File: src/rtl/core/lru_sector_cache_tags_core_assert.svh
// -----------------------------------------------------------------------------
// LRU sector cache tags: assertion macros
// Concurrent assertion forms used by the cache tag datapath module.
// -----------------------------------------------------------------------------
`ifndef LRU_SECTOR_CACHE_TAGS_CORE_ASSERT_SVH
`define LRU_SECTOR_CACHE_TAGS_CORE_ASSERT_SVH

// Same-cycle implication, disabled during reset.
`define LSC_ASSERT_IMPL(label, clk, rst, ante, cons, msg) \
  label: assert property (@(posedge clk) disable iff (rst) (ante) |-> (cons)) \
    else $error(msg);

// Next-cycle implication, disabled during reset.
`define LSC_ASSERT_NEXT(label, clk, rst, ante, cons, msg) \
  label: assert property (@(posedge clk) disable iff (rst) (ante) |=> (cons)) \
    else $error(msg);

`endif

File: src/rtl/core/lsc_pkg.sv
// -----------------------------------------------------------------------------
// LRU sector cache tags: package
// Widths, codes, state machine type and controller/datapath bundles.
// -----------------------------------------------------------------------------
package lsc_pkg;

  localparam int NUM_SLOTS_DEF = 4;
  localparam int OP_W          = 2;
  localparam int SECTOR_W      = 8;
  localparam int KIND_W        = 2;
  localparam int SLOT_W        = 4;
  localparam int TICK_W        = 32;

  // Request operation codes.
  localparam logic [OP_W-1:0] OP_GET    = 2'd0;
  localparam logic [OP_W-1:0] OP_LOOKUP = 2'd1;
  localparam logic [OP_W-1:0] OP_FLUSH  = 2'd2;

  // Result kind codes.
  localparam logic [KIND_W-1:0] KIND_GRANT      = 2'd0;
  localparam logic [KIND_W-1:0] KIND_COMMIT     = 2'd1;
  localparam logic [KIND_W-1:0] KIND_FLUSH_DONE = 2'd2;

  typedef enum logic [2:0] {
    ST_IDLE,
    ST_DECIDE,
    ST_SCAN,
    ST_EVICT_COMMIT,
    ST_EVICT_GRANT,
    ST_FLUSH
  } state_t;

  // Which result the datapath builds when the output register is loaded.
  typedef enum logic [2:0] {
    SEL_HIT_GRANT,
    SEL_FREE_GRANT,
    SEL_LOOKUP,
    SEL_EVICT_COMMIT,
    SEL_EVICT_GRANT,
    SEL_FLUSH_COMMIT,
    SEL_FLUSH_DONE
  } sel_t;

  typedef struct packed {
    logic req_load;
    logic scan_init;
    logic scan_step;
    logic out_load;
    sel_t sel;
  } cmd_t;

  typedef struct packed {
    logic [OP_W-1:0] op;
    logic            hit;
    logic            free_any;
    logic            any_valid;
    logic            scan_done;
    logic            out_free;
    logic            flush_last;
  } sts_t;

  typedef struct packed {
    logic [KIND_W-1:0]   kind;
    logic [SLOT_W-1:0]   slot;
    logic [SECTOR_W-1:0] committed_sector;
    logic                hit;
    logic                fill;
    logic                last;
  } res_t;

endpackage

File: src/rtl/core/lsc_channel_if.sv
// -----------------------------------------------------------------------------
// LRU sector cache tags: channel interfaces
// Valid/ready request and result channels with source and sink modports.
// -----------------------------------------------------------------------------
interface lsc_req_if;
  logic                         valid;
  logic                         ready;
  logic [lsc_pkg::OP_W-1:0]     op;
  logic [lsc_pkg::SECTOR_W-1:0] sector_index;

  modport source (output valid, output op, output sector_index, input ready);
  modport sink (input valid, input op, input sector_index, output ready);
endinterface

interface lsc_res_if;
  logic                         valid;
  logic                         ready;
  logic [lsc_pkg::KIND_W-1:0]   kind;
  logic [lsc_pkg::SLOT_W-1:0]   slot;
  logic [lsc_pkg::SECTOR_W-1:0] committed_sector;
  logic                         hit;
  logic                         fill;
  logic                         last;

  modport source (output valid, output kind, output slot, output committed_sector,
                  output hit, output fill, output last, input ready);
  modport sink (input valid, input kind, input slot, input committed_sector,
                input hit, input fill, input last, output ready);
endinterface

File: src/rtl/core/lsc_ctrl.sv
// -----------------------------------------------------------------------------
// LRU sector cache tags: controller
// Sequences one request at a time through decide, victim scan and result
// emission, commanding the datapath.
// -----------------------------------------------------------------------------
module lsc_ctrl (
  input  logic          clk,
  input  logic          rst,
  input  logic          in_valid,
  output logic          in_ready,
  input  lsc_pkg::sts_t sts,
  output lsc_pkg::cmd_t cmd
);

  lsc_pkg::state_t state;
  lsc_pkg::state_t state_next;

  always_ff @(posedge clk) begin
    if (rst) begin
      state <= lsc_pkg::ST_IDLE;
    end else begin
      state <= state_next;
    end
  end

  always_comb begin
    state_next = state;
    case (state)
      lsc_pkg::ST_IDLE: begin
        if (in_valid) state_next = lsc_pkg::ST_DECIDE;
      end
      lsc_pkg::ST_DECIDE: begin
        case (sts.op)
          lsc_pkg::OP_GET: begin
            if (sts.hit || sts.free_any) begin
              if (sts.out_free) state_next = lsc_pkg::ST_IDLE;
            end else begin
              state_next = lsc_pkg::ST_SCAN;
            end
          end
          lsc_pkg::OP_LOOKUP: begin
            if (sts.out_free) state_next = lsc_pkg::ST_IDLE;
          end
          lsc_pkg::OP_FLUSH: begin
            if (sts.any_valid) begin
              state_next = lsc_pkg::ST_FLUSH;
            end else if (sts.out_free) begin
              state_next = lsc_pkg::ST_IDLE;
            end
          end
          default: state_next = lsc_pkg::ST_IDLE;
        endcase
      end
      lsc_pkg::ST_SCAN: begin
        if (sts.scan_done) state_next = lsc_pkg::ST_EVICT_COMMIT;
      end
      lsc_pkg::ST_EVICT_COMMIT: begin
        if (sts.out_free) state_next = lsc_pkg::ST_EVICT_GRANT;
      end
      lsc_pkg::ST_EVICT_GRANT: begin
        if (sts.out_free) state_next = lsc_pkg::ST_IDLE;
      end
      lsc_pkg::ST_FLUSH: begin
        if (sts.out_free && sts.flush_last) state_next = lsc_pkg::ST_IDLE;
      end
      default: state_next = lsc_pkg::ST_IDLE;
    endcase
  end

  always_comb begin
    in_ready      = 1'b0;
    cmd.req_load  = 1'b0;
    cmd.scan_init = 1'b0;
    cmd.scan_step = 1'b0;
    cmd.out_load  = 1'b0;
    cmd.sel       = lsc_pkg::SEL_LOOKUP;
    case (state)
      lsc_pkg::ST_IDLE: begin
        in_ready     = 1'b1;
        cmd.req_load = in_valid;
      end
      lsc_pkg::ST_DECIDE: begin
        case (sts.op)
          lsc_pkg::OP_GET: begin
            if (sts.hit) begin
              cmd.out_load = sts.out_free;
              cmd.sel      = lsc_pkg::SEL_HIT_GRANT;
            end else if (sts.free_any) begin
              cmd.out_load = sts.out_free;
              cmd.sel      = lsc_pkg::SEL_FREE_GRANT;
            end else begin
              cmd.scan_init = 1'b1;
            end
          end
          lsc_pkg::OP_LOOKUP: begin
            cmd.out_load = sts.out_free;
            cmd.sel      = lsc_pkg::SEL_LOOKUP;
          end
          lsc_pkg::OP_FLUSH: begin
            if (!sts.any_valid) begin
              cmd.out_load = sts.out_free;
              cmd.sel      = lsc_pkg::SEL_FLUSH_DONE;
            end
          end
          default: cmd.out_load = 1'b0;
        endcase
      end
      lsc_pkg::ST_SCAN: begin
        cmd.scan_step = !sts.scan_done;
      end
      lsc_pkg::ST_EVICT_COMMIT: begin
        cmd.out_load = sts.out_free;
        cmd.sel      = lsc_pkg::SEL_EVICT_COMMIT;
      end
      lsc_pkg::ST_EVICT_GRANT: begin
        cmd.out_load = sts.out_free;
        cmd.sel      = lsc_pkg::SEL_EVICT_GRANT;
      end
      lsc_pkg::ST_FLUSH: begin
        cmd.out_load = sts.out_free;
        cmd.sel      = lsc_pkg::SEL_FLUSH_COMMIT;
      end
      default: in_ready = 1'b0;
    endcase
  end

endmodule

File: src/rtl/core/lsc_dp.sv
// -----------------------------------------------------------------------------
// LRU sector cache tags: datapath
// Slot tags, use ticks, victim scan unit, flush pick logic and the result
// output register.
// -----------------------------------------------------------------------------
`include "lru_sector_cache_tags_core_assert.svh"

module lsc_dp #(
  parameter int NUM_SLOTS = lsc_pkg::NUM_SLOTS_DEF
) (
  input  logic                         clk,
  input  logic                         rst,
  input  lsc_pkg::cmd_t                cmd,
  output lsc_pkg::sts_t                sts,
  input  logic [lsc_pkg::OP_W-1:0]     in_op,
  input  logic [lsc_pkg::SECTOR_W-1:0] in_sec_idx,
  output logic                         out_valid,
  input  logic                         out_ready,
  output lsc_pkg::res_t                out_data
);

  localparam int IW     = (NUM_SLOTS > 1) ? $clog2(NUM_SLOTS) : 1;
  localparam int CW     = $clog2(NUM_SLOTS + 1);
  localparam int SLOT_W = lsc_pkg::SLOT_W;
  localparam int TICK_W = lsc_pkg::TICK_W;
  localparam int SEC_W  = lsc_pkg::SECTOR_W;

  logic [NUM_SLOTS-1:0] slot_valid;
  logic [SEC_W-1:0]     slot_sector   [NUM_SLOTS];
  logic [TICK_W-1:0]    slot_last_use [NUM_SLOTS];
  logic [TICK_W-1:0]    use_tick;

  logic [lsc_pkg::OP_W-1:0] req_op;
  logic [SEC_W-1:0]         req_sector;

  logic [CW-1:0]     scan_idx;
  logic [IW-1:0]     best_idx;
  logic [TICK_W-1:0] best_tick;

  logic              match_any;
  logic [IW-1:0]     match_idx;
  logic              free_any;
  logic [IW-1:0]     free_idx;
  logic              fl_any_data;
  logic [IW-1:0]     fl_data_idx;
  logic [IW-1:0]     fl_hdr_idx;
  logic [IW-1:0]     fl_idx;
  logic              fl_last;
  logic [NUM_SLOTS-1:0] fl_remaining;
  logic [IW-1:0]     cm_idx;
  logic [IW-1:0]     wr_idx;
  logic              install;
  logic              stamp;
  logic [TICK_W-1:0] tick_inc;
  logic [TICK_W-1:0] scan_tick;
  logic              scan_done;
  lsc_pkg::res_t     res_new;

  // Priority encoders: lowest index wins, so loops run from the top down.
  always_comb begin
    match_any   = 1'b0;
    match_idx   = '0;
    free_any    = 1'b0;
    free_idx    = '0;
    fl_any_data = 1'b0;
    fl_data_idx = '0;
    fl_hdr_idx  = '0;
    for (int i = NUM_SLOTS - 1; i >= 0; i--) begin
      if (slot_valid[i] && slot_sector[i] == req_sector) begin
        match_any = 1'b1;
        match_idx = IW'(i);
      end
      if (!slot_valid[i]) begin
        free_any = 1'b1;
        free_idx = IW'(i);
      end
      if (slot_valid[i] && slot_sector[i] != '0) begin
        fl_any_data = 1'b1;
        fl_data_idx = IW'(i);
      end
      if (slot_valid[i] && slot_sector[i] == '0) begin
        fl_hdr_idx = IW'(i);
      end
    end
  end

  // The header sector is held back until every data sector is committed.
  assign fl_idx = fl_any_data ? fl_data_idx : fl_hdr_idx;

  always_comb begin
    for (int i = 0; i < NUM_SLOTS; i++) begin
      fl_remaining[i] = slot_valid[i] && (IW'(i) != fl_idx);
    end
  end
  assign fl_last = (fl_remaining == '0);

  assign scan_done = (scan_idx == CW'(NUM_SLOTS));
  assign scan_tick = slot_last_use[scan_idx[IW-1:0]];
  assign tick_inc  = use_tick + TICK_W'(1);

  assign cm_idx  = (cmd.sel == lsc_pkg::SEL_EVICT_COMMIT) ? best_idx : fl_idx;
  assign install = cmd.out_load && (cmd.sel == lsc_pkg::SEL_FREE_GRANT ||
                                    cmd.sel == lsc_pkg::SEL_EVICT_GRANT);
  assign stamp   = install || (cmd.out_load && cmd.sel == lsc_pkg::SEL_HIT_GRANT);

  always_comb begin
    case (cmd.sel)
      lsc_pkg::SEL_HIT_GRANT:  wr_idx = match_idx;
      lsc_pkg::SEL_FREE_GRANT: wr_idx = free_idx;
      default:                 wr_idx = best_idx;
    endcase
  end

  always_comb begin
    res_new = '0;
    case (cmd.sel)
      lsc_pkg::SEL_HIT_GRANT: begin
        res_new.kind = lsc_pkg::KIND_GRANT;
        res_new.slot = SLOT_W'(match_idx);
        res_new.hit  = 1'b1;
        res_new.last = 1'b1;
      end
      lsc_pkg::SEL_FREE_GRANT: begin
        res_new.kind = lsc_pkg::KIND_GRANT;
        res_new.slot = SLOT_W'(free_idx);
        res_new.fill = 1'b1;
        res_new.last = 1'b1;
      end
      lsc_pkg::SEL_LOOKUP: begin
        res_new.kind = lsc_pkg::KIND_GRANT;
        res_new.slot = match_any ? SLOT_W'(match_idx) : '0;
        res_new.hit  = match_any;
        res_new.last = 1'b1;
      end
      lsc_pkg::SEL_EVICT_COMMIT: begin
        res_new.kind             = lsc_pkg::KIND_COMMIT;
        res_new.slot             = SLOT_W'(cm_idx);
        res_new.committed_sector = slot_sector[cm_idx];
      end
      lsc_pkg::SEL_EVICT_GRANT: begin
        res_new.kind = lsc_pkg::KIND_GRANT;
        res_new.slot = SLOT_W'(best_idx);
        res_new.fill = 1'b1;
        res_new.last = 1'b1;
      end
      lsc_pkg::SEL_FLUSH_COMMIT: begin
        res_new.kind             = lsc_pkg::KIND_COMMIT;
        res_new.slot             = SLOT_W'(cm_idx);
        res_new.committed_sector = slot_sector[cm_idx];
        res_new.last             = fl_last;
      end
      lsc_pkg::SEL_FLUSH_DONE: begin
        res_new.kind = lsc_pkg::KIND_FLUSH_DONE;
        res_new.last = 1'b1;
      end
      default: res_new = '0;
    endcase
  end

  // Control state: valid bits, tick counter, output valid.
  always_ff @(posedge clk) begin
    if (rst) begin
      slot_valid <= '0;
      use_tick   <= '0;
      out_valid  <= 1'b0;
    end else begin
      if (install) slot_valid[wr_idx] <= 1'b1;
      if (cmd.out_load && cmd.sel == lsc_pkg::SEL_FLUSH_COMMIT) begin
        slot_valid[fl_idx] <= 1'b0;
      end
      if (stamp) use_tick <= tick_inc;
      if (cmd.out_load) begin
        out_valid <= 1'b1;
      end else if (out_ready) begin
        out_valid <= 1'b0;
      end
    end
  end

  // Payload: tags, ticks, request, scan registers, result.
  always_ff @(posedge clk) begin
    if (install) slot_sector[wr_idx] <= req_sector;
    if (stamp) slot_last_use[wr_idx] <= tick_inc;
    if (cmd.req_load) begin
      req_op     <= in_op;
      req_sector <= in_sec_idx;
    end
    if (cmd.scan_init) begin
      best_idx  <= '0;
      best_tick <= slot_last_use[0];
      scan_idx  <= CW'(1);
    end else if (cmd.scan_step) begin
      if (scan_tick < best_tick) begin
        best_idx  <= scan_idx[IW-1:0];
        best_tick <= scan_tick;
      end
      scan_idx <= scan_idx + CW'(1);
    end
    if (cmd.out_load) out_data <= res_new;
  end

  assign sts.op         = req_op;
  assign sts.hit        = match_any;
  assign sts.free_any   = free_any;
  assign sts.any_valid  = (slot_valid != '0);
  assign sts.scan_done  = scan_done;
  assign sts.out_free   = !out_valid || out_ready;
  assign sts.flush_last = fl_last;

  `LSC_ASSERT_IMPL(a_evict_only_full, clk, rst,
    cmd.out_load && cmd.sel == lsc_pkg::SEL_EVICT_COMMIT, &slot_valid,
    "eviction commit issued while a slot was free")
  `LSC_ASSERT_NEXT(a_flush_empties, clk, rst,
    cmd.out_load && cmd.sel == lsc_pkg::SEL_FLUSH_COMMIT && fl_last, slot_valid == '0,
    "final flush commit left an occupied slot")
  `LSC_ASSERT_NEXT(a_tick_only_on_grant, clk, rst, !stamp, $stable(use_tick),
    "use tick moved without a grant")
  `LSC_ASSERT_IMPL(a_load_needs_room, clk, rst, cmd.out_load, !out_valid || out_ready,
    "result loaded over an untaken result")

endmodule

File: src/rtl/core/lru_sector_cache_tags_core.sv
// -----------------------------------------------------------------------------
// LRU sector cache tags: top level
// Fully associative write-back sector cache tag and LRU replacement control.
// -----------------------------------------------------------------------------
// Usage. Requests arrive on the req channel (op, sector_index); results leave
// on the res channel (kind, slot, committed_sector, hit, fill, last). Each
// channel moves one transaction when valid and ready are both high.
// The block works on one request at a time. A request is taken in the idle
// state and decided in the following cycle; a lookup, a hitting get or a get
// that finds a free slot loads its result once the output register has room.
// A get that must evict runs a victim scan over the slot ticks, one slot per
// cycle, then emits the commit and then the grant, each once the output
// register has room. A flush emits one commit per occupied slot after the
// decide state, one per cycle while the receiver keeps taking them; an empty
// flush gives a single flush-done result. There is a single output register.
// The output register lets the next request be taken while a result still
// waits; when the receiver stalls, the controller holds in its emit state
// until the register drains. Synchronous reset empties every slot, clears
// the tick counter and drops any pending result; no clearing pass is needed.
// -----------------------------------------------------------------------------
module lru_sector_cache_tags_core #(
  parameter int NUM_SLOTS = lsc_pkg::NUM_SLOTS_DEF
) (
  input logic       clk,
  input logic       rst,
  lsc_req_if.sink   req,
  lsc_res_if.source res
);

  // Command and status bundles between the controller and the datapath.
  lsc_pkg::cmd_t cmd;
  lsc_pkg::sts_t sts;
  lsc_pkg::res_t out_data;
  logic          out_valid;

  lsc_ctrl u_ctrl (
    .clk      (clk),
    .rst      (rst),
    .in_valid (req.valid),
    .in_ready (req.ready),
    .sts      (sts),
    .cmd      (cmd)
  );

  lsc_dp #(
    .NUM_SLOTS (NUM_SLOTS)
  ) u_dp (
    .clk        (clk),
    .rst        (rst),
    .cmd        (cmd),
    .sts        (sts),
    .in_op      (req.op),
    .in_sec_idx (req.sector_index),
    .out_valid  (out_valid),
    .out_ready  (res.ready),
    .out_data   (out_data)
  );

  // The result register drives the outgoing channel directly.
  assign res.valid            = out_valid;
  assign res.kind             = out_data.kind;
  assign res.slot             = out_data.slot;
  assign res.committed_sector = out_data.committed_sector;
  assign res.hit              = out_data.hit;
  assign res.fill             = out_data.fill;
  assign res.last             = out_data.last;

endmodule
File: src/flat_wrapper.sv
// flat-port wrapper written by rule: the top's interface ports become plain ports
module lru_sector_cache_tags_core_flat 
#(
  parameter int NUM_SLOTS = lsc_pkg::NUM_SLOTS_DEF
)
  (clk, rst, req_valid, req_op, req_sector_index, req_ready, res_valid, res_kind, res_slot, res_committed_sector, res_hit, res_fill, res_last, res_ready);
  lsc_req_if req_i ();
  lsc_res_if res_i ();
  input logic clk;
  input logic rst;
  input wire logic [$bits(req_i.valid)-1:0] req_valid;
  input wire logic [$bits(req_i.op)-1:0] req_op;
  input wire logic [$bits(req_i.sector_index)-1:0] req_sector_index;
  output wire logic [$bits(req_i.ready)-1:0] req_ready;
  output wire logic [$bits(res_i.valid)-1:0] res_valid;
  output wire logic [$bits(res_i.kind)-1:0] res_kind;
  output wire logic [$bits(res_i.slot)-1:0] res_slot;
  output wire logic [$bits(res_i.committed_sector)-1:0] res_committed_sector;
  output wire logic [$bits(res_i.hit)-1:0] res_hit;
  output wire logic [$bits(res_i.fill)-1:0] res_fill;
  output wire logic [$bits(res_i.last)-1:0] res_last;
  input wire logic [$bits(res_i.ready)-1:0] res_ready;
  assign req_i.valid = req_valid;
  assign req_i.op = req_op;
  assign req_i.sector_index = req_sector_index;
  assign req_ready = req_i.ready;
  assign res_valid = res_i.valid;
  assign res_kind = res_i.kind;
  assign res_slot = res_i.slot;
  assign res_committed_sector = res_i.committed_sector;
  assign res_hit = res_i.hit;
  assign res_fill = res_i.fill;
  assign res_last = res_i.last;
  assign res_i.ready = res_ready;
  lru_sector_cache_tags_core #(.NUM_SLOTS(NUM_SLOTS)) u_core (.clk(clk), .rst(rst), .req(req_i), .res(res_i));
endmodule
File: config.mk
export PLATFORM = sky130hd
export DESIGN_NAME = lru_sector_cache_tags_core_flat
export DESIGN_NICKNAME = d
export VERILOG_FILES = /design/src/rtl/core/lsc_pkg.sv /design/src/rtl/core/lsc_channel_if.sv /design/src/rtl/core/lsc_ctrl.sv /design/src/rtl/core/lsc_dp.sv /design/src/rtl/core/lru_sector_cache_tags_core.sv /design/src/flat_wrapper.sv
export VERILOG_INCLUDE_DIRS = /design/src /design/src/rtl/core
export SDC_FILE = /design/constraint.sdc
export NUM_CORES = 1
export LEC_CHECK = 0
export ABC_AREA = 1
export BUFFER_PORTS_ARGS = -buffer_cell sky130_fd_sc_hd__buf_2
export CAP_MARGIN = 20
export CELL_PAD_IN_SITES_DETAIL_PLACEMENT = 1
export CELL_PAD_IN_SITES_GLOBAL_PLACEMENT = 1
export CORE_MARGIN = 5
export CORE_UTILIZATION = 32
export DETAILED_ROUTE_END_ITERATION = 16
export GPL_TIMING_DRIVEN = 0
export PLACE_DENSITY = 0.65
export SLEW_MARGIN = 10
export SYNTH_ARGS = -nofsm -noshare
export SYNTH_HDL_FRONTEND = slang
export SYNTH_SLANG_ARGS = --single-unit
File: constraint.sdc
create_clock -name clk -period 5.6 [get_ports clk]
set_input_delay 0.84 -clock clk [delete_from_list [all_inputs] [get_ports clk]]
set_output_delay 0.84 -clock clk [all_outputs]
set_load 0.01 [all_outputs]
==> run metrics <==
status=complete, no violations; Mapped Cells=1,272; Layout Skew=0.0259 ns; Fmax=223 MHz; Post-synth EDFFs=217; clk sinks=264; Worst Path Arrival=4.77 ns; sequential share of power=38.9%; CP endpoint kind=flip-flop; Cell Int Power=4510 uW; die area=0.0438 mm2; clock share of power=30.2%; max-slew violations=0; crit-path most repeated cell=nor2_1; reg-to-reg slack, setup=1.11 ns; final core occ=37.3%; Post-synth ARST share=0%; Worst-path clk slew=0.06 ns; YS warnings=0; Post-Synth Adder-Cell Area=3.35%; maximum buffer depth of the clock tree=3; DRT iter0 DRCs=399; Initial Util=32.2%; mapped cell area=0.0127 mm2; IO buf count=30; Pre-antenna DRT Iters=5; setup violators final=0; Sw Ratio=34.4%; Combinational Power Share=31.0%; Top-Level Pins=33; main combinational cell family by area after synthesis=simple AND/OR/NAND/NOR gates; vias per inst=4.88; layout cells sized above 1=12.9%; fill count=4,510; Rows=73; routed len/inst=17.7 um; Congestion Overflow GR=0; syn avg cell area=9.98 um2; max cap viols=0; total wire length=33,400 um; HPWL Detailed=24,100 um; Syn-to-layout area delta=16.0%; mux share of post-synthesis cell area=2.84%; startpoint types=flip-flop; critical path class=reg2reg; Max FO, Critical Path=16; hold_buf cts=0; Tot Pwr=6870 uW; Final Hold Vio Count=0; post-route minimum period=4.49 ns; Post-CTS Repair Setup Buffers=0; ordered cell list for the critical path=buf_2 -> inv_1 -> nor2_1 -> nor2_1 -> nand3_1 -> nor2_1 -> nand3_1 -> nand2_1 -> nor2_1 -> nand3_1 -> nand2_1 -> a21oi_2 -> nand2_1 -> buf_2 -> nor3_2 -> buf_6 -> buf_4; synthesis-stage register bit count=264; pin count of the biggest net entering global routing=19; Switch Pwr=2370 uW; Synth Area in Compound Gates=10.2%; Rel. slew slack=28.7%; antenna violations before repair=0; core area=0.0395 mm2; Routed Antenna Nets=0; CTS tree=done; RSZ-0062 raised after global routing=false; post-synthesis sequential area ratio=58.7%; Unique masters post-synth=48; GRT Util Overall=15.2%; VDD IR max=0.248 mV; width of the die=209 um; cell area power density=467 mW/mm2; Worst path max stage delay=0.85 ns; Post-synth top flop=edfxtp_1; Tcrit/Tclk final=80.2%; TNS Setup=0 ns; vias post-DR=9,225; Worst-Margin Slew=1.07 ns; Worst Path Required=5.88 ns; first-pass GRT wire length=53,800 um; clock latency on the worst-skew pair=0.57 ns; H-tree depth=1; Placer Congestion=0.830; hold crit path type=in2reg; via count of the first global-routing pass=9,786; cts repair resizes=0; CTS root buffer=clkbuf_16; CTS Buf Count=28; XOR/XNOR share of the synthesized area=2.71%; nets@finish=1,392; Leakage=0.00586 uW; Post-Synth Simple-Gate Area=16.3%; Critical Path Slowest Stage Cell=a21oi_2; antenna cells=0; DRC=0; Vert. Die Dim=209 um
## power groups by stage
stage | registers (uW) | clock network [uW] | logic, uW
final | 2670 | 2070 | 2130
after global routing | 2700 | 2200 | 2430
after CTS | 2670 | 2120 | 2170
after detailed placement | 2710 | 0 | 2150
after global placement | 2710 | 0 | 2040
after floorplan | 2690 | 0 | 1410
## path summary, 6_finish.rpt
check             cells after the start                      start                               end
hold / removal                        1                  req_op[0]             u_core.u_dp.req_op[0]
setup reg to reg                     17  u_core.u_dp.req_sector[6]  u_core.u_dp.slot_last_use[3][19]
hold reg to reg                       1    u_core.u_dp.use_tick[0]           u_core.u_dp.use_tick[0]
setup / recovery                     17  u_core.u_dp.req_sector[6]  u_core.u_dp.slot_last_use[3][19]
## through the flow
stage	instance area, um2	cells	setup WS [ns]	hold WS [ns]
after global routing	14700	1890	0.781	0.418
after CTS	14700	1890	1.05	0.417
after floorplan	12700	1273	0.732	0.458
after global placement	13500	1828	-2.48	0.493
final	14700	1890	1.11	0.447
after detailed placement	13700	1839	1.12	0.503
## kinds of logic (layout without fill, tap and decap cells)
family | after synthesis | count (layout)
and+or+nand+nor | 484 | 484
muxes | 32 | 32
AOI/OAI and AO/OA | 236 | 236
buffers and inverters | 186 | 278
xor gates and xnor gates | 35 | 35
other | 1 | 2
DFF | 264 | 264
adders and majority gates | 34 | 34
## cells in the mapped netlist, types with 11 or more instances
| cell type | instances | share of area (%) |
|---|---|---|
| inv_2 | 12 | 0.35 |
| a21oi_1 | 54 | 2.1 |
| buf_2 | 11 | 0.43 |
| dfxtp_1 | 47 | 7.4 |
| inv_1 | 131 | 3.9 |
| clkbuf_1 | 22 | 0.65 |
| mux2_2 | 26 | 2.3 |
| nand2_1 | 198 | 5.9 |
| ha_1 | 34 | 3.4 |
| o211ai_1 | 15 | 0.89 |
| o21ai_0 | 115 | 4.5 |
| nand4_1 | 13 | 0.64 |
| nand3_1 | 40 | 1.6 |
| o22ai_1 | 34 | 1.7 |
| xor2_1 | 23 | 1.6 |
| nor2_1 | 193 | 5.7 |
| nor3_1 | 15 | 0.59 |
| edfxtp_1 | 217 | 51 |
## metal layers
metal  global-route usage, %  vias to the layer above  wire (um)
li1                        -                     4494          -
met1                    20.0                     4556      15300
met2                    26.6                      128      16300
met3                    1.71                       47        970
met4                    4.28                        0        779
met5                       0                        -          0
## registers in the layout, indices dropped and copies added (netlist names), named ones only
register and count:
u_core.u_ctrl.state 3, u_core.u_dp.best_idx 2, u_core.u_dp.best_tick 32, u_core.u_dp.out_data 15
u_core.u_dp.out_valid 1, u_core.u_dp.req_op 2, u_core.u_dp.req_sector 8, u_core.u_dp.scan_idx 3
u_core.u_dp.slot_last_use 128, u_core.u_dp.slot_sector 32, u_core.u_dp.slot_valid 4, u_core.u_dp.use_tick 32
## layout make-up
type,instances,area [um2],area share (%)
flip-flops and latches,264,7460,50.6
repair buffers,41,312,2.12
clock buffers,30,708,4.81
well taps,525,657,4.46
inverters,144,541,3.67
multi-input cells,823,4530,30.7
plain buffers,42,206,1.40
clock inverters,21,322,2.18
## placed cells by master (no fill, tap or decap), types with 8 or more instances in the layout
| master | synthesis | final |
|---|---|---|
| edfxtp_1 | 217 | 217 |
| nand2_1 | 198 | 197 |
| nor2_1 | 193 | 191 |
| inv_1 | 131 | 131 |
| o21ai_0 | 115 | 115 |
| a21oi_1 | 54 | 54 |
| dfxtp_1 | 47 | 47 |
| buf_2 | 11 | 41 |
| nand3_1 | 40 | 40 |
| o22ai_1 | 34 | 34 |
| ha_1 | 34 | 34 |
| clkbuf_16 | 0 | 28 |
| mux2_2 | 26 | 26 |
| clkbuf_1 | 22 | 24 |
| xor2_1 | 23 | 23 |
| o211ai_1 | 15 | 15 |
| nand4_1 | 13 | 13 |
| inv_2 | 12 | 12 |
| nor3_1 | 15 | 12 |
| buf_6 | 3 | 8 |
| bufinv_16 | 0 | 8 |
## worst max-delay path, delay by kind of cell, from the launching register on
| kind | cells | cell delay, ns |
|---|---|---|
| and+or+nand+nor | 11 | 1.82 |
| buffers and inverters | 5 | 1.05 |
| AOI/OAI and AO/OA | 1 | 0.85 |
| DFF | 1 | 0.49 |
Power figures use the tool's default switching activity.
